### src/hdl/event_fragment_unpacker_top_defines.svh
// Assertion macros shared by the RTL files.
`ifndef EVENT_FRAGMENT_UNPACKER_TOP_DEFINES_SVH
`define EVENT_FRAGMENT_UNPACKER_TOP_DEFINES_SVH

`ifndef ASSERT_OFF

// Check a property on every rising clock edge outside reset.
`define EVFU_ASSERT(name, clk, rst, prop) \
   name: assert property (@(posedge clk) disable iff (rst) prop) \
      else $error("assertion failed: %m");

// Check a property on every rising clock edge, reset included.
`define EVFU_ASSERT_ALWAYS(name, clk, prop) \
   name: assert property (@(posedge clk) prop) \
      else $error("assertion failed: %m");

`else

`define EVFU_ASSERT(name, clk, rst, prop)
`define EVFU_ASSERT_ALWAYS(name, clk, prop)

`endif

`endif

### src/hdl/evfu_pkg.sv
`default_nettype none

package evfu_pkg;

   localparam int unsigned MAX_EVENT_WORDS_DEF = 32768;

   localparam int unsigned WordW  = 16;
   localparam int unsigned PosW   = 16;
   localparam int unsigned EndW   = 17;
   localparam int unsigned LinkW  = 5;
   localparam int unsigned StartW = 15;
   localparam int unsigned NLinks = 32;

   // Result kinds
   localparam logic KIND_FRAGMENT = 1'b0;
   localparam logic KIND_SUMMARY  = 1'b1;

   typedef struct packed {
      logic                kind;
      logic [LinkW-1:0]    link;
      logic [StartW-1:0]   frag_start;
      logic [WordW-1:0]    frag_len;
      logic [WordW-1:0]    event_number;
      logic [WordW-1:0]    status_word;
      logic [NLinks-1:0]   link_mask;
      logic                error;
      logic                last;
   } rsp_type;

   // Results of one accepted word: count is 0, 1 or 2.
   typedef struct packed {
      logic [1:0] count;
      rsp_type    first;
      rsp_type    second;
   } parse_out_type;

endpackage

`default_nettype wire

### src/hdl/evfu_parser.sv
`default_nettype none

`include "event_fragment_unpacker_top_defines.svh"

module evfu_parser #(
   parameter int unsigned MAX_EVENT_WORDS = evfu_pkg::MAX_EVENT_WORDS_DEF
) (
   input  wire logic                          clock,
   input  wire logic                          reset,
   input  wire logic                          accept,
   input  wire logic [evfu_pkg::WordW-1:0]    data_word,
   input  wire logic [evfu_pkg::WordW-1:0]    event_words,
   output evfu_pkg::parse_out_type            parse_out
);

   localparam logic [evfu_pkg::EndW-1:0] MaxWords = evfu_pkg::EndW'(MAX_EVENT_WORDS);

   logic [evfu_pkg::PosW-1:0]   word_pos_ff,   word_pos_in;
   logic [evfu_pkg::EndW-1:0]   next_hdr_ff,   next_hdr_in;
   logic [evfu_pkg::EndW-1:0]   frag_end_ff,   frag_end_in;
   logic [evfu_pkg::PosW-1:0]   frag_start_ff, frag_start_in;
   logic [evfu_pkg::WordW-1:0]  frag_len_ff,   frag_len_in;
   logic                        in_frag_ff,    in_frag_in;
   logic                        stopped_ff,    stopped_in;
   logic [evfu_pkg::NLinks-1:0] seen_ff,       seen_in;
   logic [evfu_pkg::WordW-1:0]  held_num_ff,   held_num_in;
   logic                        dup_ff,        dup_in;

   logic [evfu_pkg::EndW-1:0]   count_clamp;
   logic [evfu_pkg::EndW-1:0]   pos_ext;
   logic                        is_last;
   logic                        desc_valid;
   logic [evfu_pkg::LinkW-1:0]  link_num;
   evfu_pkg::rsp_type           desc;
   evfu_pkg::rsp_type           summary;

   assign count_clamp = ({1'b0, event_words} > MaxWords) ? MaxWords : {1'b0, event_words};
   assign pos_ext     = {1'b0, word_pos_ff};
   assign is_last     = (pos_ext + evfu_pkg::EndW'(1)) >= count_clamp;
   assign link_num    = data_word[evfu_pkg::LinkW-1:0];

   always_comb begin
      logic [evfu_pkg::EndW-1:0] end_pos;

      end_pos       = pos_ext + {1'b0, data_word};
      word_pos_in   = word_pos_ff;
      next_hdr_in   = next_hdr_ff;
      frag_end_in   = frag_end_ff;
      frag_start_in = frag_start_ff;
      frag_len_in   = frag_len_ff;
      in_frag_in    = in_frag_ff;
      stopped_in    = stopped_ff;
      seen_in       = seen_ff;
      held_num_in   = held_num_ff;
      dup_in        = dup_ff;
      desc_valid    = 1'b0;

      if (word_pos_ff == '0) begin
         held_num_in = data_word;
      end else if (!stopped_ff) begin
         if (!in_frag_ff && pos_ext == next_hdr_ff) begin
            if (end_pos >= count_clamp) begin
               stopped_in = 1'b1;
            end else begin
               frag_start_in = word_pos_ff;
               frag_len_in   = data_word;
               frag_end_in   = end_pos;
               in_frag_in    = 1'b1;
            end
         end
         // zero-length fragment closes on its own length word
         if (in_frag_in && pos_ext == frag_end_in) begin
            in_frag_in  = 1'b0;
            next_hdr_in = frag_end_in + evfu_pkg::EndW'(1);
            if (seen_ff[link_num]) begin
               dup_in     = 1'b1;
               stopped_in = 1'b1;
            end else begin
               seen_in    = seen_ff | (evfu_pkg::NLinks'(1) << link_num);
               desc_valid = 1'b1;
            end
         end
      end

      desc              = '0;
      desc.kind         = evfu_pkg::KIND_FRAGMENT;
      desc.link         = link_num;
      desc.frag_start   = frag_start_in[evfu_pkg::StartW-1:0];
      desc.frag_len     = frag_len_in;
      desc.last         = !is_last;

      summary              = '0;
      summary.kind         = evfu_pkg::KIND_SUMMARY;
      summary.event_number = held_num_in;
      summary.status_word  = data_word;
      summary.link_mask    = seen_in;
      summary.error        = dup_in;
      summary.last         = 1'b1;

      if (is_last) begin
         word_pos_in   = '0;
         next_hdr_in   = evfu_pkg::EndW'(1);
         frag_end_in   = '0;
         frag_start_in = '0;
         frag_len_in   = '0;
         in_frag_in    = 1'b0;
         stopped_in    = 1'b0;
         seen_in       = '0;
         held_num_in   = '0;
         dup_in        = 1'b0;
      end else begin
         word_pos_in = word_pos_ff + evfu_pkg::PosW'(1);
      end

      parse_out = '0;
      if (accept) begin
         if (desc_valid) begin
            parse_out.first  = desc;
            parse_out.second = summary;
            parse_out.count  = is_last ? 2'd2 : 2'd1;
         end else begin
            parse_out.first = summary;
            parse_out.count = is_last ? 2'd1 : 2'd0;
         end
      end
   end

   always_ff @(posedge clock) begin
      if (reset) begin
         word_pos_ff   <= '0;
         next_hdr_ff   <= evfu_pkg::EndW'(1);
         frag_end_ff   <= '0;
         frag_start_ff <= '0;
         frag_len_ff   <= '0;
         in_frag_ff    <= 1'b0;
         stopped_ff    <= 1'b0;
         seen_ff       <= '0;
         held_num_ff   <= '0;
         dup_ff        <= 1'b0;
      end else if (accept) begin
         word_pos_ff   <= word_pos_in;
         next_hdr_ff   <= next_hdr_in;
         frag_end_ff   <= frag_end_in;
         frag_start_ff <= frag_start_in;
         frag_len_ff   <= frag_len_in;
         in_frag_ff    <= in_frag_in;
         stopped_ff    <= stopped_in;
         seen_ff       <= seen_in;
         held_num_ff   <= held_num_in;
         dup_ff        <= dup_in;
      end
   end

   `EVFU_ASSERT(a_reset_after_summary, clock, reset, (accept && is_last) |=> (word_pos_ff == '0 && seen_ff == '0))
   `EVFU_ASSERT(a_open_frag_ends_ahead, clock, reset, in_frag_ff |-> (frag_end_ff > {1'b0, frag_start_ff}))
   `EVFU_ASSERT(a_open_frag_not_stopped, clock, reset, in_frag_ff |-> !stopped_ff)
   `EVFU_ASSERT(a_second_is_summary, clock, reset, (parse_out.count == 2'd2) |-> (parse_out.second.kind == evfu_pkg::KIND_SUMMARY))

endmodule

`default_nettype wire

### src/hdl/evfu_rsp_queue.sv
`default_nettype none

`include "event_fragment_unpacker_top_defines.svh"

module evfu_rsp_queue (
   input  wire logic                 clock,
   input  wire logic                 reset,
   input  wire evfu_pkg::parse_out_type parse_out,
   output logic                      full,
   output logic                      rsp_valid,
   input  wire logic                 rsp_stall,
   output evfu_pkg::rsp_type         rsp_head
);

   // Three entries, always read at entry zero; new results land behind the fill.
   localparam int unsigned Depth = 3;

   evfu_pkg::rsp_type q_ff [Depth];
   evfu_pkg::rsp_type q_in [Depth];
   logic [1:0]        count_ff, count_in;
   logic              pop;

   assign rsp_valid = (count_ff != 2'd0);
   assign pop       = rsp_valid && !rsp_stall;
   // room for two results is needed before a word is taken
   assign full      = (count_ff >= 2'd2);
   assign rsp_head  = q_ff[0];

   always_comb begin
      logic [1:0] base;

      base = count_ff;
      for (int i = 0; i < Depth; i++) begin
         q_in[i] = q_ff[i];
      end
      if (pop) begin
         for (int i = 0; i < Depth - 1; i++) begin
            q_in[i] = q_ff[i + 1];
         end
         base = count_ff - 2'd1;
      end
      for (int i = 0; i < Depth; i++) begin
         if (parse_out.count != 2'd0 && 2'(i) == base) begin
            q_in[i] = parse_out.first;
         end else if (parse_out.count == 2'd2 && 2'(i) == base + 2'd1) begin
            q_in[i] = parse_out.second;
         end
      end
      count_in = base + parse_out.count;
   end

   always_ff @(posedge clock) begin
      if (reset) begin
         count_ff <= 2'd0;
      end else begin
         count_ff <= count_in;
      end
      for (int i = 0; i < Depth; i++) begin
         q_ff[i] <= q_in[i];
      end
   end

   `EVFU_ASSERT(a_no_overflow, clock, reset, (parse_out.count != 2'd0) |-> (count_ff <= 2'd1))
   `EVFU_ASSERT(a_drain_to_empty, clock, reset, (pop && count_ff == 2'd1 && parse_out.count == 2'd0) |=> !rsp_valid)
   `EVFU_ASSERT_ALWAYS(a_empty_in_reset, clock, reset |=> (count_ff == 2'd0))

endmodule

`default_nettype wire

### src/hdl/event_fragment_unpacker_top.sv
// Event fragment unpacker: takes one 16-bit event word per transfer on req_,
// with the event's word count alongside, and returns fragment descriptors and
// a closing event summary on rsp_. A word is taken every clock while req_stall
// is low; its results go into a three-entry result queue, so a word is taken
// while earlier results still wait. The queue holds req_stall high while it
// has two or more entries. With the receiver always ready that happens only
// after the last word of an event also closes a fragment (two results), and
// the following word then waits for a pop; a stalling receiver fills it sooner.
`default_nettype none

module event_fragment_unpacker_top #(
   parameter int unsigned MAX_EVENT_WORDS = evfu_pkg::MAX_EVENT_WORDS_DEF
) (
   input  wire logic                           clock,
   input  wire logic                           reset,
   input  wire logic                           req_valid,
   output logic                                req_stall,
   input  wire logic [evfu_pkg::WordW-1:0]     req_data_word,
   input  wire logic [evfu_pkg::WordW-1:0]     req_event_words,
   output logic                                rsp_valid,
   input  wire logic                           rsp_stall,
   output logic                                rsp_kind,
   output logic [evfu_pkg::LinkW-1:0]          rsp_link,
   output logic [evfu_pkg::StartW-1:0]         rsp_frag_start,
   output logic [evfu_pkg::WordW-1:0]          rsp_frag_len,
   output logic [evfu_pkg::WordW-1:0]          rsp_event_number,
   output logic [evfu_pkg::WordW-1:0]          rsp_status_word,
   output logic [evfu_pkg::NLinks-1:0]         rsp_link_mask,
   output logic                                rsp_error,
   output logic                                rsp_last
);

   evfu_pkg::parse_out_type parse_out;
   evfu_pkg::rsp_type       rsp_head;
   logic                    full;
   logic                    accept;

   assign req_stall = full;
   assign accept    = req_valid && !full;

   evfu_parser #(
      .MAX_EVENT_WORDS (MAX_EVENT_WORDS)
   ) u_parser (
      .clock       (clock),
      .reset       (reset),
      .accept      (accept),
      .data_word   (req_data_word),
      .event_words (req_event_words),
      .parse_out   (parse_out)
   );

   evfu_rsp_queue u_queue (
      .clock     (clock),
      .reset     (reset),
      .parse_out (parse_out),
      .full      (full),
      .rsp_valid (rsp_valid),
      .rsp_stall (rsp_stall),
      .rsp_head  (rsp_head)
   );

   assign rsp_kind         = rsp_head.kind;
   assign rsp_link         = rsp_head.link;
   assign rsp_frag_start   = rsp_head.frag_start;
   assign rsp_frag_len     = rsp_head.frag_len;
   assign rsp_event_number = rsp_head.event_number;
   assign rsp_status_word  = rsp_head.status_word;
   assign rsp_link_mask    = rsp_head.link_mask;
   assign rsp_error        = rsp_head.error;
   assign rsp_last         = rsp_head.last;

endmodule

`default_nettype wire

### config.mk
export PLATFORM = sky130hd
export DESIGN_NAME = event_fragment_unpacker_top
export DESIGN_NICKNAME = d
export VERILOG_FILES = /design/src/hdl/evfu_pkg.sv /design/src/hdl/evfu_parser.sv /design/src/hdl/evfu_rsp_queue.sv /design/src/hdl/event_fragment_unpacker_top.sv
export VERILOG_INCLUDE_DIRS = /design/src /design/src/hdl
export SDC_FILE = /design/constraint.sdc
export NUM_CORES = 1
export LEC_CHECK = 0
export BUFFER_PORTS_ARGS = -buffer_cell sky130_fd_sc_hd__buf_2
export CORE_MARGIN = 2
export CORE_UTILIZATION = 50
export DETAILED_ROUTE_END_ITERATION = 8
export GPL_ROUTABILITY_DRIVEN = 0
export GPL_TIMING_DRIVEN = 0
export PLACE_DENSITY = 0.68
export REMOVE_ABC_BUFFERS = 1
export SLEW_MARGIN = 20
export SYNTH_ARGS = -nofsm -noshare
export SYNTH_HDL_FRONTEND = slang
export SYNTH_SLANG_ARGS = --single-unit
### constraint.sdc
create_clock -name clock -period 17.2 [get_ports clock]
set_clock_uncertainty 0.1 [all_clocks]
set_input_delay 3.44 -clock clock [delete_from_list [all_inputs] [get_ports clock]]
set_output_delay 3.44 -clock clock [all_outputs]
set_load 0.005 [all_outputs]
==> flow_metrics.env, run 1 <==
export IMPL_layout_common_cells="edfxtp_1 (309), nand2_1 (247), nor2_1 (236), o21ai_0 (178), buf_2 (139)"
export IMPL_cp_arrival_ns=14.17
export IMPL_ctsHoldBuffers=0
export IMPL_grt_pass1_wl_um=92300
export IMPL_drive_gt1_frac=0.146
export IMPL_crit_path_end_kind="register"
export IMPL_ctsResizeCount=0
export IMPL_clk_pin_slew_ns=0.06
export IMPL_clock_path_buffers=3
export IMPL_drt_iter0_drc=2008
export IMPL_grt_antenna_before_repair=2
export IMPL_totalWireLength_um=59300
export IMPL_yosysUniqueCellTypes=77
export IMPL_yosys_warnings=0
export IMPL_area_growth_pct=12.1
export IMPL_hold_start="u_parser.next_hdr_ff[0]"
export IMPL_postRouteAntennaNets=0
export IMPL_slew_headroom=0.208
export IMPL_reg2reg_from="u_parser.word_pos_ff[0]"
export IMPL_r2r_slack_ns=6.09
export IMPL_vias=17200
export IMPL_synth_ff_type="edfxtp_1"
export IMPL_io_buffer_count=140
export IMPL_rows=77
export IMPL_layout_cells_non_filler=2788
export IMPL_use_met1=0.342
export IMPL_syn_inst=2166
export IMPL_power_ir_vdd_worst_mv=0.0696
export IMPL_grt_pass1_vias=16400
export IMPL_crit_path_start_kind="input port"
export IMPL_startpoint="req_data_word[0]"
export IMPL_grt_busiest_layer="met2"
export IMPL_die_width_um=215
export IMPL_core_area_um2=44100
export IMPL_synth_edff_count=309
export IMPL_track_usage=0.250
export IMPL_cts_buffers=46
export IMPL_clock_fmax_mhz=72.3
export IMPL_finalMaxSlewViolations=0
export IMPL_worst_slew_pin_slew_ns=1.18
export IMPL_cp_max_fo=23
export IMPL_cp_common_cell="ha_1"
export IMPL_synth_area_leader_cell="edfxtp_1"
export IMPL_clk_latency_ns=0.59
export IMPL_rsz0062_at_grt="no"
export IMPL_syn_cell_area_um2=22300
export IMPL_hpwl_um=39600
export IMPL_die_area_um2=46300
export IMPL_nets=2249
export IMPL_setup_viol=0
export IMPL_placedCellCount=2700
export IMPL_root_buffer="clkbuf_16"
export IMPL_final_common_cell="edfxtp_1"
export IMPL_synthTopCellsByArea="edfxtp_1 (42%), dfxtp_1 (12%), nand2_1 (4.2%)"
export IMPL_tritoncts="built"
export IMPL_h_tree_depth=2
export IMPL_wire_per_inst_um=21.3
export IMPL_rr_endpoint="u_queue.q_ff[0][49]"
export IMPL_period_share=0.804
export IMPL_seq_area_frac_synth=0.536
export IMPL_ys_ff_latch=443
export IMPL_crit_type="in -> reg"
export IMPL_die_y_um=215
export IMPL_drc=0
export IMPL_async_flop_share=0
export IMPL_dr_pass1_iters=6
export IMPL_p_leak_nw=9.02
export IMPL_gr_usage_met3=0.0502
export IMPL_grt_max_degree=61
export IMPL_cts_setup_buffers=0
export IMPL_finish_utilization=0.567
export IMPL_syn_avg_cell_area_um2=10.3
export IMPL_maxCapViolations=0
export IMPL_power_density_nw_per_um2=128
export IMPL_netlist_area_leader_share=0.416
export IMPL_hold_path_class="reg -> reg"
export IMPL_fin_crit_ns=13.83
export IMPL_final_hold_viol_count=0
export IMPL_ios=141
export IMPL_start_util=0.506
export IMPL_required_ns=17.54
export IMPL_cts_sinks=443
export IMPL_vias_per_cell=6.16
export IMPL_rr_worst_depth=24
export IMPL_critical_path_max_stage_delay_ns=0.86
export IMPL_cpMaxStageDelayCell="or4_1"
export IMPL_run_status="completed"
export IMPL_grt_use_met2=0.394
export IMPL_grt_remaining_overflow=0
export IMPL_crit_path_end="u_queue.q_ff[0][49]"
-- metrics by stage --
stage | hold slack (ns) | TNS (ns) | total power [mW] | cell area [µm²] | setup WS, ns
3_3_place_gp | 0.350 | -4923.54 | 2.23 | 22400 | -26.30
4_1_cts | 0.378 | 0 | 3.21 | 25000 | 3.68
2_1_floorplan | 0.334 | -870.09 | 1.93 | 21000 | -7.01
6_report | 0.376 | 0 | 3.21 | 25000 | 3.37
5_1_grt | 0.392 | 0 | 3.34 | 25000 | 3.10
3_5_place_dp | 0.358 | 0 | 2.26 | 23500 | 3.13
-- where the power goes --
group	switching [mW]	internal, mW
registers	0.0525	1.35
clock network	0.417	0.540
logic	0.555	0.293
-- cell usage after synthesis, drive strengths merged, types with 20 or more instances --
| library cell | count |
|---|---|
| nor3 | 33 |
| a22oi | 45 |
| buf | 128 |
| nand3 | 31 |
| inv | 29 |
| nor4 | 20 |
| xnor2 | 48 |
| and2 | 21 |
| a41oi | 34 |
| dfxtp | 134 |
| a21oi | 87 |
| o21ai | 199 |
| a31oi | 57 |
| nand2 | 250 |
| edfxtp | 309 |
| a22o | 38 |
| xor2 | 25 |
| ha | 55 |
| clkbuf | 125 |
| mux2i | 62 |
| nor2 | 240 |
-- worst min path at each step --
| stage | to | slack [ns] | cells past startpoint |
|---|---|---|---|
| 5_1_grt | u_parser.next_hdr_ff[5] | 0.39 | 1 |
| 6_report | u_parser.next_hdr_ff[0] | 0.38 | 2 |
| 2_1_floorplan | u_parser.next_hdr_ff[16] | 0.33 | 1 |
| 3_3_place_gp | u_parser.next_hdr_ff[16] | 0.35 | 1 |
| 4_1_cts | u_parser.next_hdr_ff[16] | 0.38 | 1 |
| 3_5_place_dp | u_parser.next_hdr_ff[16] | 0.36 | 1 |
-- area by class of cell --
cell class              count  area, µm²
fillers                  3814      19100
flip-flops and latches    443      12000
multi-input cells        1439       9090
repair buffers            196       1680
clock buffers              66       1260
well taps                 592        741
clock inverters            19        165
inverters                  31        116
diodes                      2       5.00
-- cell families after synthesis --
group / count (synthesis) / synth area share
compound gates: 562 / 0.162
mux: 76 / 0.0399
xor+xnor: 74 / 0.0297
flops: 443 / 0.536
buf+inv: 284 / 0.0657
simple gates: 671 / 0.135
fa+ha+maj: 56 / 0.0317
-- flip-flops by register name, summed over array words and instances, names as in the netlist --
register                count
u_parser.held_num_ff       16
u_parser.next_hdr_ff       17
u_parser.frag_len_ff       16
u_parser.in_frag_ff         1
u_parser.word_pos_ff       16
u_parser.dup_ff             1
u_parser.seen_ff           32
u_queue.q_ff              309
u_parser.frag_start_ff     15
u_parser.frag_end_ff       17
u_parser.stopped_ff         1
u_queue.count_ff            2
-- layer usage --
layer / vias up / routed length (µm)
met1: 8320 / 24800
met2: 877 / 27300
li1: 7832 / -
met4: 0 / 1930
met5: - / 0
met3: 150 / 5290
-- worst max-delay path: cells and delay by family --
| family | cells | cell delay (ns) |
|---|---|---|
| xor+xnor | 1 | 0.80 |
| simple gates | 9 | 4.39 |
| fa+ha+maj | 4 | 1.50 |
| buf+inv | 3 | 0.86 |
| compound gates | 8 | 3.14 |
Note: power is estimated with default switching activity, not from simulation.
==> run 2: changes to the inputs <==
--- a/config.mk
+++ b/config.mk
@@ -12,7 +12,7 @@
 export DETAILED_ROUTE_END_ITERATION = 8
 export GPL_ROUTABILITY_DRIVEN = 0
 export GPL_TIMING_DRIVEN = 0
-export PLACE_DENSITY = 0.68
+export PLACE_DENSITY = 0.7
 export REMOVE_ABC_BUFFERS = 1
 export SLEW_MARGIN = 20
 export SYNTH_ARGS = -nofsm -noshare
==> constraint.sdc (replaced) <==
create_clock -name clock -period 11.4 [get_ports clock]
set_clock_uncertainty 0.1 [all_clocks]
set_input_delay 2.28 -clock clock [delete_from_list [all_inputs] [get_ports clock]]
set_output_delay 2.28 -clock clock [all_outputs]
set_load 0.005 [all_outputs]
==> flow_metrics.env, run 2 (synthesis results as in run 1) <==
export IMPL_root_buffer="clkbuf_16"
export IMPL_gr_usage_met3=0.0447
export IMPL_cp_arrival_ns=11.44
export IMPL_area_growth_pct=12.6
export IMPL_totalWireLength_um=60300
export IMPL_clk_pin_slew_ns=0.06
export IMPL_start_util=0.506
export IMPL_final_hold_viol_count=0
export IMPL_p_leak_nw=9.11
export IMPL_startpoint="req_data_word[1]"
export IMPL_crit_family="compound AO/OA/AOI/OAI gates"
export IMPL_wire_per_inst_um=21.6
export IMPL_regMostFlops="u_queue.q_ff"
export IMPL_path_cells="buf_2 > inv_1 > fa_1 > nand2b_1 > a21oi_1 > nor2_1 > xnor2_2 > ha_1 > a211oi_1 > nor2_1 > a2111oi_0 > o211ai_1 > or3_1 > a2111oi_0 > a21oi_1 > or4_4 > nor3_4 > ha_1 > nand2b_1 > nor4_2 > nor4b_4 > buf_4 > a21o_1 > a22o_1"
export IMPL_grt_use_met2=0.406
export IMPL_grt_antenna_before_repair=1
export IMPL_p_total_mw=4.87
export IMPL_cts_sinks=443
export IMPL_setup_viol=0
export IMPL_setup_tns_ns=0
export IMPL_postRouteAntennaNets=0
export IMPL_die_y_um=215
export IMPL_rows=77
export IMPL_use_met1=0.343
export IMPL_timing_final_ws_setup_ns=0.303
export IMPL_track_usage=0.254
export IMPL_cp_max_fo=17
export IMPL_ios=141
export IMPL_finalMaxSlewViolations=0
export IMPL_core_area_um2=44100
export IMPL_nets=2258
export IMPL_drc=0
export IMPL_required_ns=11.74
export IMPL_hold_path_class="reg -> reg"
export IMPL_fin_crit_ns=11.10
export IMPL_crit_path_start_kind="input port"
export IMPL_io_buffer_count=140
export IMPL_grt_pass1_wl_um=92900
export IMPL_grt_max_degree=62
export IMPL_layout_common_cells="edfxtp_1 (309), nand2_1 (247), nor2_1 (235), o21ai_0 (177), buf_2 (138)"
export IMPL_hpwl_um=40000
export IMPL_final_common_cell="edfxtp_1"
export IMPL_fillers=3707
export IMPL_path_depth=24
export IMPL_drive_gt1_frac=0.158
export IMPL_cts_buffers=45
export IMPL_crit_path_end="u_queue.q_ff[0][47]"
export IMPL_worst_slew_pin_slew_ns=1.19
export IMPL_period_share=0.973
export IMPL_die_width_um=215
export IMPL_drt_iter0_drc=2301
export IMPL_tritoncts="built"
export IMPL_crit_type="in -> reg"
export IMPL_run_status="completed"
export IMPL_reg_largest_list="u_queue.q_ff: 309 flops, u_parser.seen_ff: 32 flops"
export IMPL_clock_path_buffers=3
export IMPL_rr_worst_depth=24
export IMPL_largest_reg_flops=309
export IMPL_dr_pass1_iters=8
export IMPL_grt_busiest_layer="met2"
export IMPL_critical_path_max_stage_delay_ns=0.69
export IMPL_rr_endpoint="u_queue.q_ff[0][47]"
export IMPL_power_density_nw_per_um2=194
export IMPL_die_area_um2=46300
export IMPL_vias_per_cell=6.20
export IMPL_vias=17300
export IMPL_crit_path_end_kind="register"
export IMPL_clock_fmax_mhz=90.1
export IMPL_cpMaxStageDelayCell="a2111oi_0"
export IMPL_grt_pass1_vias=16400
export IMPL_min_path_cells=1
export IMPL_rsz0062_at_grt="no"
export IMPL_maxCapViolations=0
export IMPL_critPathBufInv=3
export IMPL_h_tree_depth=2
export IMPL_grt_remaining_overflow=0
export IMPL_clk_latency_ns=0.60
export IMPL_reg2reg_from="u_parser.word_pos_ff[0]"
export IMPL_power_ir_vdd_worst_mv=0.112
export IMPL_slew_headroom=0.202
export IMPL_r2r_slack_ns=1.79
export IMPL_pre_cts_slack_ns=-2.09
-- run 2: stage by stage --
step,cell area (µm²),hold slack (ns),utilization,std cells
3_5_place_dp,23500,0.358,0.533,2698
3_3_place_gp,22400,0.351,0.508,2645
5_1_grt,25100,0.377,0.569,2796
4_1_cts,25000,0.372,0.567,2788
2_1_floorplan,21000,0.334,-,1913
6_report,25100,0.366,0.569,2796
-- run 2: final cells by class --
class                           count  area [µm²]  area share
Multi-Input combinational cell   1439        9110       0.362
Inverter                           31         116     0.00463
Timing Repair Buffer              206        1750      0.0697
Clock buffer                       56        1250      0.0497
Sequential cell                   443       12000       0.476
Tap cell                          592         741      0.0295
Clock inverter                     28         196     0.00782
Antenna cell                        1        2.50   0.0000996
-- run 2: repair_timing --
action,CTS,global route
pin swaps,2,1
endpoints found under the setup margin,451,396
setup buffers,6,7
hold buffers,0,0
gates resized for setup,2,4
-- run 2: worst reg2reg max path, cell delays in order, from the launching register on --
cell and delay, ns:
dfxtp_1 0.77, ha_1 0.30, inv_1 0.06, fa_1 0.41, nand2b_1 0.19, a21oi_1 0.38
nor2_1 0.21, xnor2_2 0.51, ha_1 0.36, a211oi_1 0.29, nor2_1 0.08, a2111oi_0 0.69
o211ai_1 0.38, or3_1 0.50, a2111oi_0 0.60, a21oi_1 0.21, or4_4 0.62, nor3_4 0.20
ha_1 0.33, nand2b_1 0.32, nor4_2 0.43, nor4b_4 0.45, buf_4 0.26, a21o_1 0.55
a22o_1 0.28
-- run 2: how the worst min path moves through the flow --
stage | startpoint | to | slack [ns]
floorplan | u_parser.next_hdr_ff[16] | u_parser.next_hdr_ff[16] | 0.33
global placement | u_parser.next_hdr_ff[16] | u_parser.next_hdr_ff[16] | 0.35
detailed placement | u_parser.next_hdr_ff[16] | u_parser.next_hdr_ff[16] | 0.36
CTS | u_parser.next_hdr_ff[16] | u_parser.next_hdr_ff[16] | 0.37
global route | u_parser.next_hdr_ff[16] | u_parser.next_hdr_ff[16] | 0.38
finish | u_parser.next_hdr_ff[16] | u_parser.next_hdr_ff[16] | 0.37
-- run 2: per-layer routing --
layer / routed length [µm] / vias up / part of all wire
li1: - / 7860 / -
met2: 28100 / 887 / 0.47
met5: 0 / - / 0
met1: 24600 / 8439 / 0.41
met3: 5220 / 161 / 0.087
met4: 2320 / 0 / 0.038
-- run 2: report_power, final --
group          total, mW  switching (mW)  internal, mW
Clock               1.44           0.634         0.805
Combinational       1.31           0.841         0.465
Sequential          2.12          0.0814          2.04
==> run 3: changes to the inputs <==
--- a/config.mk
+++ b/config.mk
@@ -6,6 +6,7 @@
 export SDC_FILE = /design/constraint.sdc
 export NUM_CORES = 1
 export LEC_CHECK = 0
+export ABC_AREA = 1
 export BUFFER_PORTS_ARGS = -buffer_cell sky130_fd_sc_hd__buf_2
 export CORE_MARGIN = 2
 export CORE_UTILIZATION = 50
==> flow_metrics.env, run 3 <==
export IMPL_required_ns=11.72
export IMPL_ctsHoldBuffers=0
export IMPL_drt_iter0_drc=2442
export IMPL_postRouteAntennaNets=0
export IMPL_timing_final_ws_setup_ns=0.689
export IMPL_final_hold_viol_count=0
export IMPL_die_area_um2=50000
export IMPL_grt_antenna_before_repair=0
export IMPL_ios=141
export IMPL_synth_ff_type="edfxtp_1"
export IMPL_cts_sinks=443
export IMPL_h_tree_depth=2
export IMPL_multi_input_area_um2=9900
export IMPL_power_density_nw_per_um2=170
export IMPL_fillers=4222
export IMPL_hold_path_class="reg -> reg"
export IMPL_layout_cells_non_filler=3662
export IMPL_netlist_area_leader_share=0.384
export IMPL_drc=0
export IMPL_worst_slew_pin_slew_ns=1.11
export IMPL_nets=3100
export IMPL_ff_latch_area_um2=12000
export IMPL_fin_crit_ns=10.71
export IMPL_p_total_mw=4.52
export IMPL_vias=21300
export IMPL_io_buffer_count=140
export IMPL_clk_pin_slew_ns=0.06
export IMPL_yosys_warnings=0
export IMPL_rows=80
export IMPL_clock_path_buffers=3
export IMPL_crit_path_start_kind="input port"
export IMPL_power_ir_vdd_worst_mv=0.102
export IMPL_placed_area_um2=24900
export IMPL_cts_buffers=47
export IMPL_hpwl_um=45600
export IMPL_area_growth_pct=10.1
export IMPL_totalWireLength_um=69800
export IMPL_final_common_cell="nand2_1"
export IMPL_cp_max_fo=33
export IMPL_synth_edff_count=309
export IMPL_p_leak_nw=10.9
export IMPL_grt_remaining_overflow=0
export IMPL_reg_largest_list="u_queue.q_ff: 309 flops, u_parser.seen_ff: 32 flops"
export IMPL_slew_headroom=0.260
export IMPL_rsz0062_at_grt="no"
export IMPL_synth_common_cells="nand2_1 (1062), edfxtp_1 (309), inv_1 (224), nor2_1 (215), nand3_1 (203)"
export IMPL_drive_gt1_frac=0.0998
export IMPL_finish_utilization=0.558
export IMPL_crit_type="in -> reg"
export IMPL_ys_ff_latch=443
export IMPL_core_area_um2=47600
export IMPL_vias_per_cell=5.82
export IMPL_cp_common_cell="nand2_1"
export IMPL_grt_pass1_wl_um=108000
export IMPL_layout_common_cells="nand2_1 (1056), edfxtp_1 (309), inv_1 (221), nor2_1 (206), nand3_1 (202)"
export IMPL_largest_reg_flops=309
export IMPL_clock_fmax_mhz=93.4
export IMPL_cp_arrival_ns=11.03
export IMPL_track_usage=0.271
export IMPL_post_synth_top_count_cell="nand2_1"
export IMPL_cpMaxStageDelayCell="nand3_2"
export IMPL_tritoncts="built"
export IMPL_grt_pass1_vias=19900
export IMPL_maxCapViolations=0
export IMPL_antenna_diode_count=0
export IMPL_crit_path_end_kind="register"
export IMPL_critical_path_max_stage_delay_ns=0.84
export IMPL_dr_pass1_iters=6
export IMPL_setup_tns_ns=0
export IMPL_syn_avg_cell_area_um2=7.91
export IMPL_start_util=0.507
export IMPL_yosysUniqueCellTypes=46
export IMPL_setup_viol=0
export IMPL_hold_ws_ns=0.364
export IMPL_stdcell_area_um2=26600
export IMPL_period_share=0.940
export IMPL_placedCellCount=3574
export IMPL_pre_cts_slack_ns=-0.477
export IMPL_cts_setup_buffers=0
export IMPL_wire_per_inst_um=19.0
export IMPL_clk_latency_ns=0.60
export IMPL_finalMaxSlewViolations=0
export IMPL_regMostFlops="u_queue.q_ff"
export IMPL_die_width_um=224
export IMPL_synth_area_leader_cell="edfxtp_1"
export IMPL_grt_max_degree=108
export IMPL_die_y_um=224
export IMPL_syn_inst=3050
export IMPL_run_status="completed"
export IMPL_seq_area_frac_synth=0.496
export IMPL_synthTopCellsByArea="edfxtp_1 (38%), nand2_1 (17%), dfxtp_1 (11%)"
export IMPL_async_flop_share=0
export IMPL_syn_cell_area_um2=24100
export IMPL_root_buffer="clkbuf_16"
==> run 3: changes by cell type after synthesis, moves of 76 or more <==
cell	previous run	this run
o21ai_1	18	94
o21ai_0	180	98
inv_1	28	224
nand3_1	31	203
nand4_1	14	105
nand2_1	250	1062
==> run 3: kinds of logic after synthesis <==
family / count (synthesis) / share of synthesized area
AND/OR/NAND/NOR: 1642 / 0.284
buffers and inverters: 504 / 0.0993
flip-flops: 443 / 0.496
AO/OA/AOI/OAI: 377 / 0.0813
adder cells (fa/ha/maj): 56 / 0.0293
XOR/XNOR: 28 / 0.0102
==> run 3: where the power goes <==
part	switching, mW	internal (mW)	total [mW]	leakage [nW]
clock	0.667	0.944	1.61	0.792
combinational	0.675	0.264	0.939	5.98
sequential	0.0498	1.92	1.97	4.17
total	1.39	3.13	4.52	10.9
==> run 3: cell type report <==
type,count,share of cell area
Sequential cell,443,0.450
Tap cell,615,0.0289
Multi-Input combinational cell,2103,0.373
Inverter,243,0.0345
Clock buffer,67,0.0520
Timing Repair Buffer,170,0.0522
Clock inverter,21,0.00979
==> run 3: final timing paths <==
check	from	endpoint	slack (ns)	cells past startpoint
setup reg to reg	u_parser.word_pos_ff[0]	u_queue.q_ff[0][266]	2.24	38
hold / removal	u_parser.frag_end_ff[16]	u_parser.frag_end_ff[16]	0.36	2
hold reg to reg	u_parser.frag_end_ff[16]	u_parser.frag_end_ff[16]	0.36	2
setup / recovery	req_data_word[1]	u_queue.q_ff[0][266]	0.69	38
==> run 3: worst max-delay path: cells and delay by family <==
family                     cells  cell delay (ns)
and+or+nand+nor               26             5.84
buffers and inverters          8             1.54
adders and majority gates      3             1.06
AOI/OAI and AO/OA              1             0.23
==> run 3: per-layer routing <==
metal  part of all wire  global-route usage  vias to the layer above
li1                   -                   -                     9929
met1               0.40               0.367                     9899
met2               0.46               0.434                     1263
met3               0.10              0.0422                      218
met4              0.042               0.117                        0
met5                  0                   0                        -
==> run 3: timing repair <==
| item | in CTS | in global routing |
|---|---|---|
| hold endpoints to repair | 0 | 0 |
| gates resized for setup | 0 | 3 |
| endpoints found under the setup margin | 0 | 247 |
